`src/rtl/bpc_pkg.sv`:
```
// Shared types and constants for the button press classifier.
`default_nettype none
package bpc_pkg;

  localparam int unsigned TIME_W    = 32;
  localparam int unsigned CNT_W     = 32;
  localparam int unsigned PAUSE_W   = 5;
  localparam int unsigned CFG_IDX_W = 8;
  localparam int unsigned CFG_DAT_W = 32;

  // pause bit positions
  localparam int unsigned PB_CORE       = 0;
  localparam int unsigned PB_SHOT_COUNT = 1;
  localparam int unsigned PB_HOLD_COUNT = 2;
  localparam int unsigned PB_SHOT_PULSE = 3;
  localparam int unsigned PB_HOLD_PULSE = 4;

  localparam logic [TIME_W-1:0]  SHOT_MIN_RST    = TIME_W'(50);
  localparam logic [TIME_W-1:0]  HOLD_MIN_RST    = TIME_W'(1000);
  localparam logic [TIME_W-1:0]  HOLD_REPEAT_RST = TIME_W'(500);
  localparam logic [PAUSE_W-1:0] PAUSE_RST       = '0;

  typedef enum logic [CFG_IDX_W-1:0] {
    REG_SHOT_MIN    = 8'd0,
    REG_HOLD_MIN    = 8'd1,
    REG_HOLD_REPEAT = 8'd2,
    REG_PAUSE       = 8'd3
  } reg_idx_t;

  typedef enum logic [1:0] {
    LATCH_NONE = 2'd0,
    LATCH_SHOT = 2'd1,
    LATCH_HOLD = 2'd2
  } latch_t;

  typedef struct packed {
    logic [TIME_W-1:0]  shot_min;
    logic [TIME_W-1:0]  hold_min;
    logic [TIME_W-1:0]  hold_repeat;
    logic [PAUSE_W-1:0] pause;
  } cfg_t;

  typedef struct packed {
    logic              level;
    logic [TIME_W-1:0] now_ms;
    logic              poll_shot;
    logic              poll_hold;
    logic              clear_shots;
    logic              clear_holds;
  } in_item_t;

  typedef struct packed {
    logic             shot_pulse;
    logic             hold_pulse;
    logic             shot_seen;
    logic             hold_seen;
    logic [CNT_W-1:0] shot_total;
    logic [CNT_W-1:0] hold_total;
  } result_t;

endpackage
`default_nettype wire

```
`src/rtl/bpc_cfg_regs.sv`:
```
// Configuration register file for the button press classifier.
`default_nettype none
module bpc_cfg_regs (
  input  wire logic                          clk,
  input  wire logic                          rst_n,
  input  wire logic                          wr_en,
  input  wire logic [bpc_pkg::CFG_IDX_W-1:0] wr_index,
  input  wire logic [bpc_pkg::CFG_DAT_W-1:0] wr_data,
  output bpc_pkg::cfg_t                      cfg
);
  import bpc_pkg::*;

  cfg_t cfg_r;
  cfg_t cfg_nxt;

  always_comb begin
    cfg_nxt = cfg_r;
    if (wr_en) begin
      unique case (wr_index)
        REG_SHOT_MIN:    cfg_nxt.shot_min    = wr_data[TIME_W-1:0];
        REG_HOLD_MIN:    cfg_nxt.hold_min    = wr_data[TIME_W-1:0];
        REG_HOLD_REPEAT: cfg_nxt.hold_repeat = wr_data[TIME_W-1:0];
        REG_PAUSE:       cfg_nxt.pause       = wr_data[PAUSE_W-1:0];
        default:         cfg_nxt = cfg_r;  // unmapped index, ignored
      endcase
    end
  end

  always_ff @(posedge clk) begin
    if (!rst_n) begin
      cfg_r.shot_min    <= SHOT_MIN_RST;
      cfg_r.hold_min    <= HOLD_MIN_RST;
      cfg_r.hold_repeat <= HOLD_REPEAT_RST;
      cfg_r.pause       <= PAUSE_RST;
    end else begin
      cfg_r <= cfg_nxt;
    end
  end

  assign cfg = cfg_r;

endmodule
`default_nettype wire

```
`src/rtl/bpc_step.sv`:
```
// Press timing state and the per-item classification logic.
`default_nettype none
module bpc_step (
  input  wire logic        clk,
  input  wire logic        rst_n,
  input  wire logic        step_en,
  input  wire bpc_pkg::in_item_t item,
  input  wire bpc_pkg::cfg_t    cfg,
  output bpc_pkg::result_t res
);
  import bpc_pkg::*;

  logic [TIME_W-1:0] press_start_r, press_start_nxt;
  logic              press_valid_r, press_valid_nxt;
  logic [TIME_W-1:0] last_notify_r, last_notify_nxt;
  latch_t            latch_r, latch_nxt;
  logic [CNT_W-1:0]  shots_r, shots_nxt;
  logic [CNT_W-1:0]  holds_r, holds_nxt;

  logic [TIME_W-1:0] held;
  logic [TIME_W-1:0] since_notify;
  logic              long_enough;
  logic              is_shot;

  assign held         = item.now_ms - press_start_r;
  assign since_notify = item.now_ms - last_notify_r;
  assign long_enough  = (held >= cfg.hold_min);
  assign is_shot      = (held >= cfg.shot_min) && !long_enough;

  always_comb begin
    press_start_nxt = press_start_r;
    press_valid_nxt = press_valid_r;
    last_notify_nxt = last_notify_r;
    latch_nxt       = latch_r;
    shots_nxt       = shots_r;
    holds_nxt       = holds_r;
    res             = '0;

    if (!cfg.pause[PB_CORE]) begin
      if (item.level && !press_valid_r) begin
        press_start_nxt = item.now_ms;
        press_valid_nxt = 1'b1;
      end else if (item.level) begin
        if (long_enough && (since_notify >= cfg.hold_repeat)) begin
          last_notify_nxt = item.now_ms;
          res.hold_pulse  = !cfg.pause[PB_HOLD_PULSE];
          latch_nxt       = LATCH_HOLD;
        end
      end else if (press_valid_r) begin
        if (is_shot) begin
          if (!cfg.pause[PB_SHOT_COUNT]) shots_nxt = shots_r + CNT_W'(1);
          res.shot_pulse = !cfg.pause[PB_SHOT_PULSE];
          latch_nxt      = LATCH_SHOT;
        end
        if (long_enough && !cfg.pause[PB_HOLD_COUNT]) holds_nxt = holds_r + CNT_W'(1);
        press_start_nxt = '0;
        press_valid_nxt = 1'b0;
      end
    end

    // clears win over this item's increments
    if (item.clear_shots) shots_nxt = '0;
    if (item.clear_holds) holds_nxt = '0;

    // polls see a latch set by this same item
    if (item.poll_shot && latch_nxt == LATCH_SHOT) begin
      res.shot_seen = 1'b1;
      latch_nxt     = LATCH_NONE;
    end
    if (item.poll_hold && latch_nxt == LATCH_HOLD) begin
      res.hold_seen = 1'b1;
      latch_nxt     = LATCH_NONE;
    end

    res.shot_total = shots_nxt;
    res.hold_total = holds_nxt;
  end

  always_ff @(posedge clk) begin
    if (!rst_n) begin
      press_start_r <= '0;
      press_valid_r <= 1'b0;
      last_notify_r <= '0;
      latch_r       <= LATCH_NONE;
      shots_r       <= '0;
      holds_r       <= '0;
    end else if (step_en) begin
      press_start_r <= press_start_nxt;
      press_valid_r <= press_valid_nxt;
      last_notify_r <= last_notify_nxt;
      latch_r       <= latch_nxt;
      shots_r       <= shots_nxt;
      holds_r       <= holds_nxt;
    end
  end

endmodule
`default_nettype wire

```
`src/rtl/button_press_classifier.sv`:
```
// Top level of the button press classifier: input stage, step logic, result stage.
// An item's result is computed by the step logic and held in the result register.
// Throughput: one item per cycle unless out_ready stalls; the step logic is a 32-bit
// subtract and compare per threshold between the input and the result register.
// Reset (rst_n low, synchronous): both stages empty, press state, latch and counts
// cleared, registers back to 50 / 1000 / 500 ms and no pause bits.
`default_nettype none
module button_press_classifier (
  input  wire logic                          clk,
  input  wire logic                          rst_n,
  // input items
  input  wire logic                          in_valid,
  output      logic                          in_ready,
  input  wire logic                          in_level,
  input  wire logic [bpc_pkg::TIME_W-1:0]    in_now_ms,
  input  wire logic                          in_poll_shot,
  input  wire logic                          in_poll_hold,
  input  wire logic                          in_clear_shots,
  input  wire logic                          in_clear_holds,
  // result items
  output      logic                          out_valid,
  input  wire logic                          out_ready,
  output      logic                          out_shot_pulse,
  output      logic                          out_hold_pulse,
  output      logic                          out_shot_seen,
  output      logic                          out_hold_seen,
  output      logic [bpc_pkg::CNT_W-1:0]     out_shot_total,
  output      logic [bpc_pkg::CNT_W-1:0]     out_hold_total,
  // configuration writes
  input  wire logic                          cfg_valid,
  output      logic                          cfg_ready,
  input  wire logic [bpc_pkg::CFG_IDX_W-1:0] cfg_index,
  input  wire logic [bpc_pkg::CFG_DAT_W-1:0] cfg_data
);
  import bpc_pkg::*;

  cfg_t     cfg;
  in_item_t in_item;
  in_item_t s1_item_r;
  logic     s1_valid_r;
  logic     advance;
  result_t  step_res;
  result_t  out_res_r;
  logic     out_valid_r;

  // config is always writable; the user must write only while idle, which the block does not enforce
  assign cfg_ready = 1'b1;

  bpc_cfg_regs u_cfg (
    .clk      (clk),
    .rst_n    (rst_n),
    .wr_en    (cfg_valid && cfg_ready),
    .wr_index (cfg_index),
    .wr_data  (cfg_data),
    .cfg      (cfg)
  );

  assign in_item.level       = in_level;
  assign in_item.now_ms      = in_now_ms;
  assign in_item.poll_shot   = in_poll_shot;
  assign in_item.poll_hold   = in_poll_hold;
  assign in_item.clear_shots = in_clear_shots;
  assign in_item.clear_holds = in_clear_holds;

  // Input stage moves on whenever the result register is free or being drained.
  assign advance  = s1_valid_r && (!out_valid_r || out_ready);
  assign in_ready = !s1_valid_r || advance;

  always_ff @(posedge clk) begin
    if (!rst_n) begin
      s1_valid_r <= 1'b0;
    end else if (in_ready) begin
      s1_valid_r <= in_valid;
    end
  end

  always_ff @(posedge clk) begin
    if (in_valid && in_ready) begin
      s1_item_r <= in_item;
    end
  end

  // State commits only when the item's result is captured.
  bpc_step u_step (
    .clk     (clk),
    .rst_n   (rst_n),
    .step_en (advance),
    .item    (s1_item_r),
    .cfg     (cfg),
    .res     (step_res)
  );

  always_ff @(posedge clk) begin
    if (!rst_n) begin
      out_valid_r <= 1'b0;
    end else if (advance) begin
      out_valid_r <= 1'b1;
    end else if (out_ready) begin
      out_valid_r <= 1'b0;
    end
  end

  always_ff @(posedge clk) begin
    if (advance) begin
      out_res_r <= step_res;
    end
  end

  assign out_valid      = out_valid_r;
  assign out_shot_pulse = out_res_r.shot_pulse;
  assign out_hold_pulse = out_res_r.hold_pulse;
  assign out_shot_seen  = out_res_r.shot_seen;
  assign out_hold_seen  = out_res_r.hold_seen;
  assign out_shot_total = out_res_r.shot_total;
  assign out_hold_total = out_res_r.hold_total;

`ifndef NO_ASSERTIONS
  // A single latch can answer only one poll per item.
  a_one_seen: assert property (@(posedge clk) disable iff (!rst_n)
    out_valid_r |-> !(out_res_r.shot_seen && out_res_r.hold_seen))
    else $error("shot and hold both seen in one item");

  // A press cannot give both a shot pulse and a hold pulse in one item.
  a_one_pulse: assert property (@(posedge clk) disable iff (!rst_n)
    out_valid_r |-> !(out_res_r.shot_pulse && out_res_r.hold_pulse))
    else $error("shot and hold pulse in one item");

  // An empty input stage always takes an item.
  a_ready_empty: assert property (@(posedge clk) disable iff (!rst_n)
    !s1_valid_r |-> in_ready)
    else $error("input stage empty but not ready");

  // A captured result shows up as valid on the next cycle.
  a_adv_valid: assert property (@(posedge clk) disable iff (!rst_n)
    advance |=> out_valid_r)
    else $error("result lost after advance");
`endif

endmodule
`default_nettype wire
```
`config.mk`:
```
export PLATFORM = sky130hd
export DESIGN_NAME = button_press_classifier
export DESIGN_NICKNAME = d
export VERILOG_FILES = /design/src/rtl/bpc_pkg.sv /design/src/rtl/bpc_cfg_regs.sv /design/src/rtl/bpc_step.sv /design/src/rtl/button_press_classifier.sv
export SDC_FILE = /design/constraint.sdc
export NUM_CORES = 1
export LEC_CHECK = 0
export ABC_CLOCK_PERIOD_IN_PS = 12800
export BUFFER_PORTS_ARGS = -buffer_cell sky130_fd_sc_hd__buf_4
export CORE_ASPECT_RATIO = 1.4
export CORE_MARGIN = 2
export CORE_UTILIZATION = 30
export CTS_CLUSTER_DIAMETER = 80
export CTS_CLUSTER_SIZE = 40
export DETAILED_ROUTE_END_ITERATION = 10
export HOLD_SLACK_MARGIN = 0.06
export MAX_ROUTING_LAYER = met4
export PLACE_DENSITY_LB_ADDON = 0.25
export SYNTH_ARGS = -nofsm -noshare
export SYNTH_HDL_FRONTEND = slang
export SYNTH_SLANG_ARGS = --single-unit
```
`constraint.sdc`:
```
create_clock -name clk -period 12.8 [get_ports clk]
set_input_delay 3.84 -clock clk [delete_from_list [all_inputs] [get_ports clk]]
set_output_delay 3.84 -clock clk [all_outputs]
set_load 0.005 [all_outputs]
```
==> results of run 1 <==
[cell families after synthesis]
group,Yosys count,share of synthesized area
and+or+nand+nor,725,0.1758
AOI/OAI and AO/OA,550,0.1736
DFF,339,0.4099
buffers and inverters,295,0.05936
adders and majority gates,164,0.1081
xor gates and xnor gates,116,0.05314
muxes,38,0.01990
other,1,0.0001961
[metrics by stage]
| step | power (µW) | utilization | hold WS, ns | area (µm²) | instances |
|---|---|---|---|---|---|
| 2_1_floorplan | 1412 | - | 0.4319 | 19120 | 2228 |
| 3_3_place_gp | 1536 | 0.3325 | 0.4379 | 21000 | 3116 |
| 3_5_place_dp | 1544 | 0.3325 | 0.4432 | 21000 | 3116 |
| 4_1_cts | 2314 | 0.3433 | 0.4580 | 21680 | 3150 |
| 5_1_grt | 2389 | 0.3434 | 0.4756 | 21690 | 3154 |
| 6_report | 2270 | 0.3434 | 0.4561 | 21690 | 3154 |
[power by group through the flow]
stage               Sequential, µW  Combinational (µW)  Clock (µW)
floorplan                     1170                 245           0
global placement              1170                 367           0
detailed placement            1170                 374           0
CTS                           1150                 376         792
global route                  1150                 416         825
finish                        1140                 371         753
[cell type report]
cell class,instances,area (µm²)
antenna,4,10.01
clock buffer,19,475.5
clock inverter,15,202.7
fill,6531,41460
inverter,184,696.9
multi-input combinational,1594,10170
sequential,339,7838
tap,832,1041
timing repair buffer,167,1254
[per-layer routing]
metal,vias up,wire (µm),GRT usage,part of all wire
li1,7910,-,-,-
met1,7354,21640,0.1794,0.42
met2,332,27020,0.2935,0.52
met3,60,1898,0.01544,0.037
met4,0,1410,0.05153,0.027
met5,-,0,-,0
[registers in the layout, summed over array words and instances (netlist names), 2 cells and up]
| name | flops |
|---|---|
| u_step.latch_r | 2 |
| u_step.shots_r | 32 |
| u_step.press_start_r | 32 |
| s1_item_r | 37 |
| u_step.holds_r | 32 |
| out_shot_total | 32 |
| out_hold_total | 32 |
| u_cfg.cfg | 101 |
| u_step.last_notify_r | 32 |
[cell usage in the layout (no fill, tap or decap), drive strengths merged, types with 11 or more instances in the layout]
cell type	n
a211oi	11
a21o	43
a21oi	258
a31oi	31
and2	11
and3	20
buf	167
clkbuf	19
dfxtp	234
edfxtp	105
ha	162
inv	195
mux2i	38
nand2	282
nand2b	16
nand3	74
nand4	24
nor2	179
nor2b	15
nor3	24
o211ai	22
o21a	20
o21ai	91
or3	50
xnor2	58
xor2	58
[worst max-delay path: stages]
cell and delay, ns:
buf_4 0.11, nor2b_1 0.19, nand2_1 0.10, buf_4 0.14
[final timing paths]
kind                                                from                       end  slack, ns  depth (start not counted)
worst min register to register  u_step.press_start_r[12]  u_step.press_start_r[12]       0.46                          2
worst max-delay path                           out_ready                  in_ready       4.58                          4
worst min-delay path            u_step.press_start_r[12]  u_step.press_start_r[12]       0.46                          2
worst max register to register              s1_item_r[8]        u_step.shots_r[20]       5.80                         23
==> out/results.txt, run 1 <==
Setup crit end kind: primary output
H-Tree Depth: 1
Normalized max-slew margin: 0.2469
Synthesized net count: 2474
Psw: 677.4 µW
Top cells by area, synth: dfxtp_1 (25%), edfxtp_1 (16%), ha_1 (11%)
Slew Limit Fails: 0
Mapped Cells: 2228
Port Buffers: 151
Via density: 4.964
Die area: 0.06579 mm²
Post-detail-place hpwl: 37140 µm
Die height: 302.7 µm
Sequential share of the synthesized area: 0.4099
Synthesis Warnings: 0
Post-synth top area share: 0.2450
HP Class: flop to flop
Global placement routability congestion: 0.8469
Seq cells post-synth: 339
Sink Count: 339
Via count: 15660
Post-Syn Area per Cell: 8.581 µm²
DP Worst Slack: 4.579 ns
Synth-to-layout area growth: 13.43%
Clk pwr share: 0.332
Yosys top cell by area: dfxtp_1
Count of cell types in the netlist: 78
Layout Skew: 0.03691 ns
Final wirelength: 51970 µm
Setup tns final: 0 ns
Maximum vdd drop: 0.07383 mV
Initial antenna violation count: 4
Worst-Skew Late Latency: 0.58 ns
Count leader, synth: nand2_1
RSZ-0062 raised after global routing: false
Layout cell share with drive strength beyond 1: 0.1022
CP Data Required Time: 8.96 ns
Worst-path fanout max: 4
Setup violations, final: 0
First-pass GRT wire length: 81520 µm
DRT Pass-1 Iters: 5
Synth Flop Type: dfxtp_1
PnR worst setup slack: 4.583 ns
Max Clk Rate: 121.7 MHz
WP data arrival: 4.38 ns
P per Cell Area: 104.7 mW/mm²
Post-synth EDFFs: 105
Tcrit/Tclk final: 0.6419
Mapped cell area: 0.01912 mm²
Internal: 1592 µW
Vias in the first global route: 15330
Initial drt markers: 747
Sequential group share of total power: 0.504
Remaining Overflow, GRT: 0
# resized after CTS: 0
Largest net degree at the start of global routing: 84
CTS tree: done
# hold bufs at CTS: 0
Total of max-cap violations: 0
Setup crit start kind: primary input
Number of I/O pins: 153
Initial Utilization: 0.3028
Drc violations: 0
Worst Tran Pin Value: 1.127 ns
Core area: 0.06314 mm²
Leakage: 0.007920 µW
Status: finished, final reports clean
Net Sw Frac: 0.2984
Post-CTS Setup Repair Bufs: 0
TritonCTS Buffers: 19
Worst-path clk slew: 0.10 ns
Final Hold Vio Count: 0
Clock Tree Root: clkbuf_16
Routed Antenna Nets: 0
Crit Path Class: primary input to primary output
Cell Rows: 109
Final nets: 2551
Post-synth top cells: nand2_1 (282), a21oi_1 (258), dfxtp_1 (234), inv_1 (183), nor2_1 (177)
Comb power frac: 0.164
Tmin final: 8.217 ns
Overall Global Routing Usage: 0.1591
Ys async rst share: 0
WL/cell: 16.48 µm
CTS Buffer Depth: 3
Die width: 217.4 µm
Note: power is estimated with default switching activity, not from simulation.
==> inputs of run 2 (changes only) <==
ABC_AREA = 1   (was unset)
ABC_CLOCK_PERIOD_IN_PS = 8200   (was 12800)
clock period = 8.2 ns   (was 12.8 ns; I/O delays follow)
==> run 2 against run 1 <==
Sequential share of layout area is 0.73 points lower. First-iteration DRC count grew 26%. Worst hold slack better by 0.0047 ns. Critical path depth did not move. Clock power grew 85%. Wire length grew 4.1%. Count of clock-buffer cells in the layout is 6 higher. Critical endpoint unchanged. Largest power group unchanged. Highest routed layer unchanged.
==> out/results.txt, run 2 <==
Status: finished, final reports clean
CP max stage delay: 0.16 ns (-0.03 ns)
Synth-to-layout area growth: 14.48%
Count leader, synth: inv_1
Via density: 4.804 (-3.2%)
Leakage: 0.009309 µW (+18%)
Final wirelength: 54090 µm (+4.1%)
Crit path top cell by count: buf_4
Global placement routability congestion: 0.8851 (+4.5%)
Vias in the first global route: 16250 (+6.0%)
P per Cell Area: 187.6 mW/mm² (+79%)
WL/cell: 15.77 µm (-4.3%)
Post-detail-place hpwl: 41430 µm (+12%)
Post-Syn Area per Cell: 7.818 µm² (-8.9%)
Port Buffers: 151 (unchanged)
Critical path, cell by cell: buf_4, inv_1, nand3_1, buf_4
CP max-delay cell: buf_4
Crit Path Class: primary input to primary output
Synthesized net count: 2719 (+9.9%)
Number of I/O pins: 153 (unchanged)
Initial Utilization: 0.3021 (-0.0006607)
Setup tns final: 0 ns (unchanged)
Drc violations: 0 (unchanged)
Min Hold Slack: 0.4609 ns (+0.004714 ns)
Tmin final: 5.347 ns
CTS Buffer Depth: 3 (unchanged)
Normalized max-slew margin: 0.2545 (+0.007537)
H-Tree Depth: 1 (unchanged)
Seq cells post-synth: 339 (unchanged)
CP Data Required Time: 5.74 ns (-3.22 ns)
First-pass GRT wire length: 84930 µm (+4.2%)
Initial drt markers: 943 (+26%)
Maximum vdd drop: 0.1369 mV (+85%)
Ys async rst share: 0 (unchanged)
Cell Rows: 110 (+0.92%)
Post-CTS Setup Repair Bufs: 0 (unchanged)
Setup violations, final: 0 (unchanged)
# resized after CTS: 0 (unchanged)
Post-synth top area share: 0.2423 (-0.002743)
Die width: 218.6 µm (+0.55%)
Overall Global Routing Usage: 0.1643 (+0.005228)
Most frequent cells in the layout: inv_1 (411), nand2_1 (345), a21oi_1 (334)
Worst-path fanout max: 3 (-1)
Layout cell share with drive strength beyond 1: 0.1015 (-0.0006989)
Die area: 0.06653 mm² (+1.1%)
Post-synth top cells: inv_1 (412), nand2_1 (348), a21oi_1 (334), dfxtp_1 (234), o21ai_0 (233)
TritonCTS Buffers: 23 (+4)
Sequential share of the synthesized area: 0.4054 (-0.004589)
# hold bufs at CTS: 0 (unchanged)
Tcrit/Tclk final: 0.6521
Total of max-cap violations: 0 (unchanged)
Clock Tree Root: clkbuf_16
Final Hold Vio Count: 0 (unchanged)
HP Class: flop to flop
Count of cell types in the netlist: 56 (-28%)
Initial antenna violation count: 1 (-3)
Die height: 304.4 µm (+0.56%)
Yosys top cell by area: dfxtp_1
Mapped cell area: 0.01933 mm² (+1.1%)
DRT Pass-1 Iters: 4 (-1)
Via count: 16480 (+5.3%)
Final nets: 2819 (+11%)
RSZ-0062 raised after global routing: false
Top cells by area, synth: dfxtp_1 (24%), edfxtp_1 (16%), ha_1 (10%)
WP data arrival: 2.89 ns (-1.49 ns)
Slew Limit Fails: 0 (unchanged)
Worst path top cell family by delay: buffers and inverters
Synthesis Warnings: 0 (unchanged)
CP bufs+invs: 3 (+1)
Mapped Cells: 2473 (+11%)
Worst Tran Pin Value: 1.114 ns (-0.01252 ns)
Layout Utilization: 0.3459 (+0.002433)
Setup crit end kind: primary output
Core area: 0.06400 mm² (+1.4%)
Setup crit start kind: primary input
Layout Skew: 0.02595 ns (-0.01096 ns)
Worst-Skew Late Latency: 0.58 ns (about the same)
Synth Flop Type: dfxtp_1
Largest net degree at the start of global routing: 104 (+24%)
Routed Antenna Nets: 0 (unchanged)
Worst-path clk slew: 0.09 ns (about the same)
CTS tree: done
Max Clk Rate: 187.0 MHz
Sink Count: 339 (unchanged)
Remaining Overflow, GRT: 0 (unchanged)
Post-synth EDFFs: 105 (unchanged)
Most common cell after layout, fill and taps aside: inv_1
Largest register FFs: 101 (unchanged)
[run 2: changes by cell type after synthesis, moves of 50 or more]
cell,previous run,this run
or3_1,50,0
o21ai_0,88,233
nand2_1,282,348
a21oi_1,258,334
inv_1,183,412
nor2_1,177,120
nand3_1,74,130
[run 2: metrics by stage]
| step | cells | area, µm² | total power (µW) | setup slack [ns] |
|---|---|---|---|---|
| after global placement | 3388 | 21240 | 2790 | 2.853 |
| after detailed placement | 3388 | 21240 | 2812 | 2.851 |
| after floorplan | 2473 | 19330 | 2515 | 2.643 |
| final | 3431 | 22140 | 4153 | 2.853 |
| after CTS | 3430 | 22130 | 4226 | 2.852 |
| after global routing | 3431 | 22140 | 4412 | 2.383 |
[run 2: worst paths after layout]
path	from	endpoint	slack, ns	cells after the start
worst max-delay path	out_ready	in_ready	2.85	4
worst min-delay path	u_step.last_notify_r[23]	u_step.last_notify_r[23]	0.46	2
worst max register to register	s1_item_r[5]	u_step.last_notify_r[31]	3.03	22
worst min register to register	u_step.last_notify_r[23]	u_step.last_notify_r[23]	0.46	2
[run 2: worst register-to-register path, cell delays in order (launching register included)]
cell and delay [ns]:
edfxtp_1 0.56, ha_1 0.36, nand3_1 0.07, nand2_1 0.09
nand2_1 0.07, nand3_1 0.10, nand2_1 0.11, o21ai_2 0.24
a21oi_1 0.16, o21ai_0 0.60, nand3_1 0.16, nand2_1 0.16
xor2_1 0.16, ha_1 0.27, a21oi_1 0.15, o21ai_0 0.12
or2_2 0.32, a21oi_1 0.26, nand2_1 0.21, nand4_2 0.12
buf_4 0.49, o21ai_0 0.20, a21oi_1 0.16
[run 2: cell type report]
class,count,area (µm²)
antenna,1,2.502
clock buffer,25,583.1
clock inverter,17,307.8
fill,6685,41860
inverter,420,1582
multi-input combinational,1630,9578
sequential,339,7838
tap,840,1051
timing repair buffer,159,1194
[run 2: cell families (layout without fill, tap and decap cells)]
group	after synthesis	in the layout	share of synthesized area
XOR/XNOR	61	61	0.02763
other	1	2	0.0001940
buffers and inverters	504	621	0.09966
flip-flops	339	339	0.4054
adder cells (fa/ha/maj)	164	164	0.1069
AO/OA/AOI/OAI	672	672	0.1878
AND/OR/NAND/NOR	732	732	0.1725
[run 2: where the power goes]
group / internal, µW / switching (µW)
Sequential: 1800 / 49.9
Clock: 646 / 741
Combinational: 346 / 567
[run 2: metal layers]
metal	share of wire	track usage	up-vias
met5	0	-	-
li1	-	-	8477
met4	0.030	0.05157	0
met1	0.43	0.1913	7627
met3	0.034	0.01369	81
met2	0.51	0.2958	296
==> inputs of run 3 (changes only) <==
ABC_CLOCK_PERIOD_IN_PS = 4500   (was 8200)
clock period = 4.5 ns   (was 8.2 ns; I/O delays follow)
==> run 3 against run 2 <==
Total power grew 92%. Highest routed layer unchanged. Worst setup slack got worse by 2.6 ns. Sequential share of layout area fell by 2.7 points. Largest power group unchanged.
==> out/results.txt, run 3 (synthesized netlist as in run 2, its figures left out) <==
TritonCTS Buffers: 24 (+4.3%)
Placed cell count: 3453 (+1.9%)
Layout cell share with drive strength beyond 1: 0.1858 (+0.08422)
Status: finished, final reports clean
Via density: 4.813 (+0.20%)
Tmin final: 4.291 ns
CP bufs+invs: 4 (+1)
Die width: 218.6 µm (unchanged)
Largest register FFs: 101 (unchanged)
Min Hold Slack: 0.4619 ns (+0.001035 ns)
H-Tree Depth: 1 (unchanged)
Routed Antenna Nets: 0 (unchanged)
Clk pwr share: 0.324 (-0.010)
Most frequent cells in the layout: inv_1 (403), nand2_1 (325), a21oi_1 (309)
PnR worst setup slack: 0.2093 ns (-2.644 ns)
Initial drt markers: 891 (-5.5%)
Post-DP Area: 0.02178 mm² (+2.5%)
Global placement routability congestion: 0.8971 (+1.4%)
Worst-path fanout max: 15 (+12)
Met2 Use GR: 0.3089 (+0.01310)
Max Clk Rate: 233.1 MHz
Sink Count: 339 (unchanged)
Layout Skew: 0.03217 ns (+0.006218 ns)
P per Cell Area: 332.6 mW/mm² (+77%)
CP max stage delay: 0.52 ns (+0.36 ns)
Total of max-cap violations: 0 (unchanged)
WP data arrival: 4.80 ns (+1.91 ns)
Setup violations, final: 0 (unchanged)
Die area: 0.06653 mm² (unchanged)
Vias in the first global route: 16870 (+3.8%)
Grt met3 use: 0.01259 (-0.001099)
Slew Limit Fails: 0 (unchanged)
First-pass GRT wire length: 88620 µm (+4.4%)
Final wirelength: 57960 µm (+7.2%)
Normalized max-slew margin: 0.2279 (-0.02662)
Core area: 0.06400 mm² (unchanged)
CP max-delay cell: edfxtp_1
HP Class: flop to flop
Worst Tran Pin Value: 1.157 ns (+0.04260 ns)
CTS tree: done
Worst-Skew Late Latency: 0.59 ns (about the same)
PnR Total Power: 7970 µW (+92%)
Overall Global Routing Usage: 0.1712 (+0.006886)
Met1 GRT Util: 0.2029 (+0.01165)
Initial Utilization: 0.3021 (unchanged)
Maximum vdd drop: 0.2020 mV (+48%)
Port Buffers: 151 (unchanged)
Drc violations: 0 (unchanged)
Via count: 17030 (+3.3%)
Setup crit start kind: flop
Post-detail-place hpwl: 42830 µm (+3.4%)
Area of the multi-input gates: 0.01040 mm² (+8.5%)
WL/cell: 16.39 µm (+3.9%)
Worst-path clk slew: 0.10 ns (about the same)
Die height: 304.4 µm (unchanged)
Most common cell after layout, fill and taps aside: inv_1
Layout filler cell count: 6597 (-1.3%)
Sequential group share of total power: 0.424 (-0.022)
CTS Buffer Depth: 3 (unchanged)
Largest net degree at the start of global routing: 147 (+41%)
Post-route cell area: 0.02396 mm² (+8.3%)
Initial antenna violation count: 0 (-1)
Final Non-Filler Cells: 3537 (+3.1%)
Setup crit end kind: flop
Inserted Diodes: 0 (-1)
Internal: 5346 µW (+91%)
CP Data Required Time: 5.01 ns (-0.73 ns)
DRT Pass-1 Iters: 6 (+2)
Number of I/O pins: 153 (unchanged)
RSZ-0062 raised after global routing: true
GRT Max-Usage Layer: met2
Remaining Overflow, GRT: 0 (unchanged)
Psw: 2624 µW (+93%)
Final nets: 2925 (+3.8%)
DP Worst Slack: -0.5064 ns (-3.358 ns)
Tcrit/Tclk final: 0.9535
Worst path top cell family by delay: simple AND/OR/NAND/NOR gates
Critical path, cell by cell: ha_4, a21oi_1, nand2_2, a21oi_4, o21ai_4, nand3_2, nand3_4, a21o_1, nand2_1, nand3_2, xor2_4, ha_4, nand4_1, nor2_4, and3b_2, nand2_2, nand2_4, buf_4, nand4_4, buf_12, buf_16, buf_4, a21oi_1
Final Hold Vio Count: 0 (unchanged)
Cell Rows: 110 (unchanged)
Leakage: 0.009988 µW (+7.3%)
Synth-to-layout area growth: 23.94%
Clock Tree Root: clkbuf_16
Comb power frac: 0.252 (+0.032)
Crit Path Class: flop to flop
Sequential Area: 0.007838 mm² (unchanged)
Net Sw Frac: 0.3292 (+0.002292)
==> run 3: metrics by stage <==
step | TNS (ns) | utilization
after floorplan | 0 | -
after global placement | -41.17 | 0.3403
after detailed placement | -44.99 | 0.3403
after CTS | 0 | 0.3599
after global routing | -0.2384 | 0.3744
final | 0 | 0.3744
==> run 3: worst paths after layout <==
path / slack [ns] / to / start / depth (start not counted)
max: 0.21 / u_step.last_notify_r[0] / s1_item_r[6] / 23
min: 0.46 / u_cfg.cfg[81] / u_cfg.cfg[81] / 2
max reg2reg: 0.21 / u_step.last_notify_r[0] / s1_item_r[6] / 23
min reg2reg: 0.46 / u_cfg.cfg[81] / u_cfg.cfg[81] / 2
==> run 3: timing repair <==
action / in CTS / in global routing
setup endpoints to repair: 164 / 166
pin swaps: 20 / 66
buffers inserted: 12 / 24
cloned: 1 / 4
endpoints found under the hold margin: 0 / 0
gates resized for setup: 42 / 136
hold buffers: 0 / 0
==> run 3: area by class of cell <==
cell class,count,area share
clock buffer,28,0.02877
multi-input combinational,1630,0.4338
timing repair buffer,264,0.08959
inverter,420,0.06620
clock inverter,16,0.01076
tap,840,0.04386
sequential,339,0.3271
==> run 3: per-layer routing <==
metal,routed length (µm),vias to the layer above,share of wire
met1,24430,7953,0.42
met4,1674,0,0.029
li1,-,8682,-
met3,2024,78,0.035
met2,29830,312,0.51
met5,0,-,0
==> run 3: power by group through the flow <==
| stage | Sequential, µW | Clock, µW | Combinational (µW) |
|---|---|---|---|
| 2_1_floorplan | 3420 | 0 | 1160 |
| 3_3_place_gp | 3440 | 0 | 1720 |
| 3_5_place_dp | 3440 | 0 | 1760 |
| 4_1_cts | 3380 | 2690 | 1830 |
| 5_1_grt | 3400 | 2780 | 2260 |
| 6_report | 3380 | 2580 | 2010 |
==> run 3: worst reg2reg max path, stage by stage, from the launching register on <==
cell      delay, ns
edfxtp_1       0.52
ha_4           0.29
a21oi_1        0.18
nand2_2        0.10
a21oi_4        0.20
o21ai_4        0.12
nand3_2        0.10
nand3_4        0.09
a21o_1         0.22
nand2_1        0.07
nand3_2        0.11
xor2_4         0.19
ha_4           0.30
nand4_1        0.19
nor2_4         0.20
and3b_2        0.24
nand2_2        0.07
nand2_4        0.12
buf_4          0.16
nand4_4        0.11
buf_12         0.19
buf_16         0.16
buf_4          0.15
a21oi_1        0.14
